<file path="src/hdl/temh_pkg.sv">
// Shared types and constants of the timed event min-heap core.
package temh_pkg;

  localparam int Capacity = 64;
  localparam int TagBits = 16;
  localparam int PosW = $clog2(Capacity + 1);
  localparam int SlotW = (Capacity > 1) ? $clog2(Capacity) : 1;
  localparam int SecW = 33;
  localparam int UsecW = 20;
  localparam logic [UsecW:0] UsecPerSec = 21'd1000000;

  // Packed heap entry: tag, due seconds, due microseconds.
  typedef struct packed {
    logic [SecW-1:0]  sec;
    logic [UsecW-1:0] usec;
    logic [15:0]      tag;
  } entry_t;

  // Commands from the controller to the datapath.
  typedef struct packed {
    logic load_in;      // capture the request; a tick also stores the current time
    logic append;       // grow the heap and open a hole at its end
    logic up_rd;        // read the parent of the hole
    logic up_step;      // move the parent down or drop the new entry into the hole
    logic pop_last;     // shrink the heap and read its last entry
    logic dn_rd;        // read both children of the hole
    logic dn_step;      // move the smaller child up or drop the entry into the hole
    logic root_rd;      // read the root
    logic out_load;     // capture a result from the root
    logic out_full;     // capture a queue full result
  } cmd_t;

  // Status from the datapath to the controller.
  typedef struct packed {
    logic is_tick;
    logic full;
    logic empty;
    logic up_move;
    logic dn_move;
    logic expired;
  } stat_t;

  // Strict ordering of due times.
  function automatic logic earlier(input entry_t a, input entry_t b);
    earlier = (a.sec < b.sec) || ((a.sec == b.sec) && (a.usec < b.usec));
  endfunction

endpackage

</file>
<file path="src/hdl/temh_ctrl.sv">
// Controller state machine of the timed event min-heap core.
module temh_ctrl
  import temh_pkg::*;
(
  input  logic  clk,
  input  logic  rst,
  input  logic  in_valid,
  output logic  in_ready,
  output logic  out_valid,
  input  logic  out_ready,
  output logic  out_last,
  output cmd_t  cmd,
  input  stat_t stat
);

  typedef enum logic [3:0] {
    IDLE, DECODE, UP_RD, UP_STEP, ROOT_CHK, POP, DN_RD, DN_STEP, ROOT_RD, LAST_CHK,
    SEND
  } state_t;

  state_t state;

  assign in_ready = (state == IDLE);

  always_comb begin
    cmd = '0;
    cmd.load_in = (state == IDLE) && in_valid;
    unique case (state)
      DECODE: begin
        if (stat.is_tick) begin
          cmd.root_rd = 1'b1;
        end else if (stat.full) begin
          cmd.out_full = 1'b1;
        end else begin
          cmd.append = 1'b1;
        end
      end
      UP_RD: cmd.up_rd = 1'b1;
      UP_STEP: cmd.up_step = 1'b1;
      ROOT_CHK: cmd.out_load = !stat.empty && stat.expired;
      POP: cmd.pop_last = 1'b1;
      DN_RD: cmd.dn_rd = 1'b1;
      DN_STEP: cmd.dn_step = 1'b1;
      ROOT_RD: cmd.root_rd = 1'b1;
      default: ;
    endcase
  end

  // State and output handshake.
  always_ff @(posedge clk) begin
    if (rst) begin
      state <= IDLE;
      out_valid <= 1'b0;
      out_last <= 1'b0;
    end else begin
      unique case (state)
        IDLE: if (in_valid) state <= DECODE;
        DECODE: begin
          if (stat.is_tick) state <= ROOT_CHK;
          else if (stat.full) begin
            out_valid <= 1'b1;
            out_last <= 1'b1;
            state <= SEND;
          end else state <= UP_RD;
        end
        UP_RD: state <= UP_STEP;
        UP_STEP: state <= stat.up_move ? UP_RD : IDLE;
        ROOT_CHK: begin
          if (!stat.empty && stat.expired) state <= POP;
          else state <= IDLE;
        end
        POP: state <= DN_RD;
        DN_RD: state <= DN_STEP;
        DN_STEP: state <= stat.dn_move ? DN_RD : ROOT_RD;
        ROOT_RD: state <= LAST_CHK;
        // The result is the final one when the heap is empty or the new root is not due yet.
        LAST_CHK: begin
          out_valid <= 1'b1;
          out_last <= !(!stat.empty && stat.expired);
          state <= SEND;
        end
        SEND: begin
          if (out_ready) begin
            out_valid <= 1'b0;
            state <= out_last ? IDLE : ROOT_CHK;
          end
        end
        default: state <= IDLE;
      endcase
    end
  end

endmodule

</file>
<file path="config.mk">
export PLATFORM = sky130hd
export DESIGN_NAME = temh_ctrl
export DESIGN_NICKNAME = d
export VERILOG_FILES = /design/src/hdl/temh_pkg.sv /design/src/hdl/temh_ctrl.sv
export SDC_FILE = /design/constraint.sdc
export NUM_CORES = 1
export LEC_CHECK = 0
export BUFFER_PORTS_ARGS = -buffer_cell sky130_fd_sc_hd__buf_2
export CAP_MARGIN = 20
export CORE_AREA = 5 5 42 44
export CTS_CLUSTER_DIAMETER = 120
export DETAILED_ROUTE_END_ITERATION = 7
export DIE_AREA = 0 0 47 49
export PLACE_DENSITY_LB_ADDON = 0.15
export SYNTH_ARGS = -nofsm -noshare
export SYNTH_HDL_FRONTEND = slang
export SYNTH_SLANG_ARGS = --single-unit
</file>
<file path="constraint.sdc">
create_clock -name clk -period 3.6 [get_ports clk]
set_input_delay 0.72 -clock clk [delete_from_list [all_inputs] [get_ports clk]]
set_output_delay 0.72 -clock clk [all_outputs]
set_load 0.05 [all_outputs]
</file>
# Yosys cells after proc, flatten, opt, wreduce, memory -nomap -nowiden

Cells that the tools add are included.

Register bits: 6
Input bits: 10
Output and inout bits: 13

Equality and inequality tests: 14
Mux-type cells: 28
Reductions and logical operators: 10

Operators with widths:

| cell                                                            | count |
|---|---|
| 4-bit case mux with 11 select lines                             | 1 |
| 4-bit 2-to-1 mux                                                | 5 |
| 4-bit by 3-bit == test with 1-bit output, second input constant | 4 |
| 1-bit 2-to-1 mux                                                | 16 |
| 4-bit == test, second input constant                            | 3 |
| 4-bit by 2-bit == test with 1-bit output, second input constant | 2 |
| 2-bit != test, second input constant                            | 4 |
| 3-bit 2-to-1 mux                                                | 2 |
| 4-bit by 1-bit == test with 1-bit output, second input constant | 1 |
| 4-bit zero test                                                 | 1 |
| 1-bit case mux with 2 select lines                              | 2 |
| 4-bit AND reduction                                             | 1 |
| 1-bit case mux with 3 select lines                              | 1 |
| 3-bit AND reduction                                             | 1 |
| 3-bit nonzero test                                              | 1 |
| 1-bit logical AND                                               | 2 |
| 1-bit zero test                                                 | 2 |
| 2-bit 2-to-1 mux                                                | 1 |
| 2-bit AND reduction                                             | 1 |
| 2-bit nonzero test                                              | 1 |

# Logic depth before layout (Yosys ltp)

Depth in word-level cells: 4
Gate-level depth with buffers: 5

# Worst setup path after synthesis

OpenSTA, ideal clock, no wires.

Path kind: register to output
Start: register state[2]
End: output port cmd[9] (netlist name)
Arrival time: 2596 ps
Data required time: 2880 ps
Setup slack: 284 ps
Stages on the path, launching flop included: 4
Cells stage by stage: dfxtp_1 > buf_2 > nor4_1 > and2_1

RTL lines:

| element                | line            | RTL |
|---|---|---|
| start, declared        | temh_ctrl.sv:21 | `state_t state;` |
| start signal, assigned | temh_ctrl.sv:67 | `UP_STEP: state <= stat.up_move ? UP_RD : IDLE;` |
| start signal, assigned | temh_ctrl.sv:74 | `DN_STEP: state <= stat.dn_move ? DN_RD : ROOT_RD;` |
| start signal, assigned | temh_ctrl.sv:85 | `state <= out_last ? IDLE : ROOT_CHK;` |
| end, declared          | temh_ctrl.sv:12 | `output cmd_t cmd,` |

==> impl_metrics.tcl <==
set metrics [dict create \
    tritoncts "yes" \
    initial_core_util 0.353 \
    die_height_um 49 \
    finalCritPeriodShare 0.643 \
    dp.cells 106 \
    slowest_stage "dfxtp_1" \
    numCtsBuffers 3 \
    hold_end "out_valid$_SDFFE_PP0P_" \
    final_area_um2 616 \
    hold_path_depth 2 \
    wirelength_um 1340 \
    r2r_cells 3 \
    hold_class "flip-flop to flip-flop" \
    nNetsFinal 105 \
    whs_ps 474 \
    place_area_um2 593 \
    r2r_slack_ps 2130 \
    cp.required_ps 2880 \
    grt.overflow.total 0 \
    finalMaxSlewViolations 0 \
    area_growth_pct 24.6 \
    dr.pass1.iters 4 \
    antenna_cells 0 \
    cp_max_fo 12 \
    grt_max_degree 17 \
    finalHoldViolations 0 \
    cp-end-kind "primary output" \
    viasPerCell 5.16 \
    drive_above_1_share 0.333 \
    routed-via-count 562 \
    p_leak_uw 0.000295 \
    synth_edf_count 0 \
    relSlewSlack 0.682 \
    avgSynthCellArea_um2 6.86 \
    instances_no_fill 109 \
    hold_start "out_valid$_SDFFE_PP0P_" \
    max_freq_mhz 432 \
    antenna_found_initial 0 \
    maxCapViolCount 0 \
    grt_setup_unrepaired "false" \
    grt_pass1_vias 557 \
    io_buffers 22 \
    synth_cell_types 28 \
    cts_repair_resize_count 0 \
    ys_seq_elements 6 \
    path_class "flip-flop to primary output" \
    grt_use_total 0.133 \
    syn_nets 82 \
    drt_iter0_drc 5 \
    cts.clk_slew.worst_paths_ps 40 \
    powerDensity_nw_per_um2 450 \
    cp.arrival_ps 1590 \
    grt_pass1_wl_um 2300 \
    clk_root_buffer_cell "clkbuf_4" \
    synth_warnings 0 \
    drt-wirelength-per-cell_um 12.3 \
    start_kind "flip-flop" \
    htreeDepth 1 \
    synthFlopType "dfxtp_1" \
    synth_area_um2 494 \
    tightest_slew_ps 476 \
    die_area_um2 2300 \
    place.gp.congestion 0.795 \
    async_reset_ff_frac 0 \
    clk_latency_ps 240 \
    postSynthCellCount 72 \
    fin_crit_ps 2310 \
    dp_hpwl_um 1060 \
    layout_commonest_cell "buf_2" \
    ir_drop_uv 247 \
    tns_ps 0 \
    cts_sinks 6 \
    crit_chain "inv_2 > nor2_1 > nand3_1 > inv_1 > buf_2" \
    rows 14 \
    postRouteAntennaNets 0 \
    io_pins 23 \
    core_um2 1400 \
    clockBufferDepth 2 \
    drc 0 \
    skew_ps 1.10 \
    r2r-start "state[0]$_SDFFE_PP0P_" \
    rr_endpoint "out_last$_SDFFE_PP0P_" \
    dieWidth_um 47 \
    status "completed" \
    cts_hold_buf 0 \
    seq_area_frac_synth 0.243 \
    cpPeakStageDelay_ps 570 \
    setup_viol 0 \
    mostFrequentLayoutCells "22 x buf_2, 7 x inv_1, 7 x nor2_1, 7 x a21oi_1" \
    postCtsSetupBuffers 0 \
    power_uw 277 \
]
-- report_power, final --
| group | internal, µW | switching [µW] | leakage, µW |
|---|---|---|---|
| clock | 37.6 | 22.2 | 0.0000138 |
| combinational | 38.5 | 86.5 | 0.000232 |
| sequential | 73.9 | 18.6 | 0.0000490 |
-- stage by stage --
step	setup slack, ps	util
2_1_floorplan	284	-
3_3_place_gp	1420	0.423
3_5_place_dp	1400	0.423
4_1_cts	1250	0.439
5_1_grt	1110	0.439
6_report	1290	0.439
-- worst max path at each step --
stage,cells after the start,start,end,slack (ps)
detailed placement,5,stat[3],cmd[1],1400
floorplan,3,state[2]$_SDFFE_PP0P_,cmd[9],280
global placement,5,stat[3],cmd[1],1420
global route,5,state[0]$_SDFFE_PP0P_,cmd[0],1110
CTS,5,state[0]$_SDFFE_PP0P_,cmd[0],1250
finish,5,state[0]$_SDFFE_PP0P_,cmd[0],1290
-- routing by layer --
metal | up-vias | wire length, µm | global-route usage
met3 | 0 | 74 | 0.0480
met5 | - | 0 | 0
met2 | 15 | 671 | 0.197
met4 | 0 | 0 | 0.0553
met1 | 251 | 595 | 0.170
li1 | 296 | - | -
-- worst max-delay path, delay by kind of cell (launching register included) --
kind | cells | cell delay (ps)
AND/OR/NAND/NOR | 2 | 330
buffers and inverters | 3 | 450
flip-flops | 1 | 570
-- layout make-up --
| type | instances | area, µm² |
|---|---|---|
| clock buffer | 3 | 22.5 |
| fill | 167 | 786 |
| inverter | 8 | 30.0 |
| multi-input combinational | 54 | 313 |
| sequential | 6 | 120 |
| tap | 16 | 20.0 |
| timing repair buffer | 22 | 110 |
-- kinds of logic (layout without fill, tap and decap cells) --
kind of cell | count (synthesis) | in the layout | share of synthesized area
buffers and inverters | 12 | 33 | 0.124
AO/OA/AOI/OAI | 19 | 19 | 0.246
flip-flops | 6 | 6 | 0.243
AND/OR/NAND/NOR | 35 | 35 | 0.387
-- flip-flops by register name, indices dropped and copies added, names as in the netlist --
name / cells
out_last: 1
out_valid: 1
state: 4
-- synthesized netlist by cell type (2+ instances only) --
master / instances / share of area
buf_4: 2 / 0.030
nor2_1: 7 / 0.053
nor4_1: 2 / 0.025
inv_1: 7 / 0.053
o21ai_0: 3 / 0.030
nand2_1: 6 / 0.046
dfxtp_1: 6 / 0.24
nand3_1: 3 / 0.030
a21oi_1: 7 / 0.071
nor2b_1: 3 / 0.038
a31oi_1: 3 / 0.038
o32ai_1: 2 / 0.035
nor3_1: 3 / 0.030
nand2b_1: 3 / 0.038
or2_2: 2 / 0.025
Power figures use the tool's default switching activity.
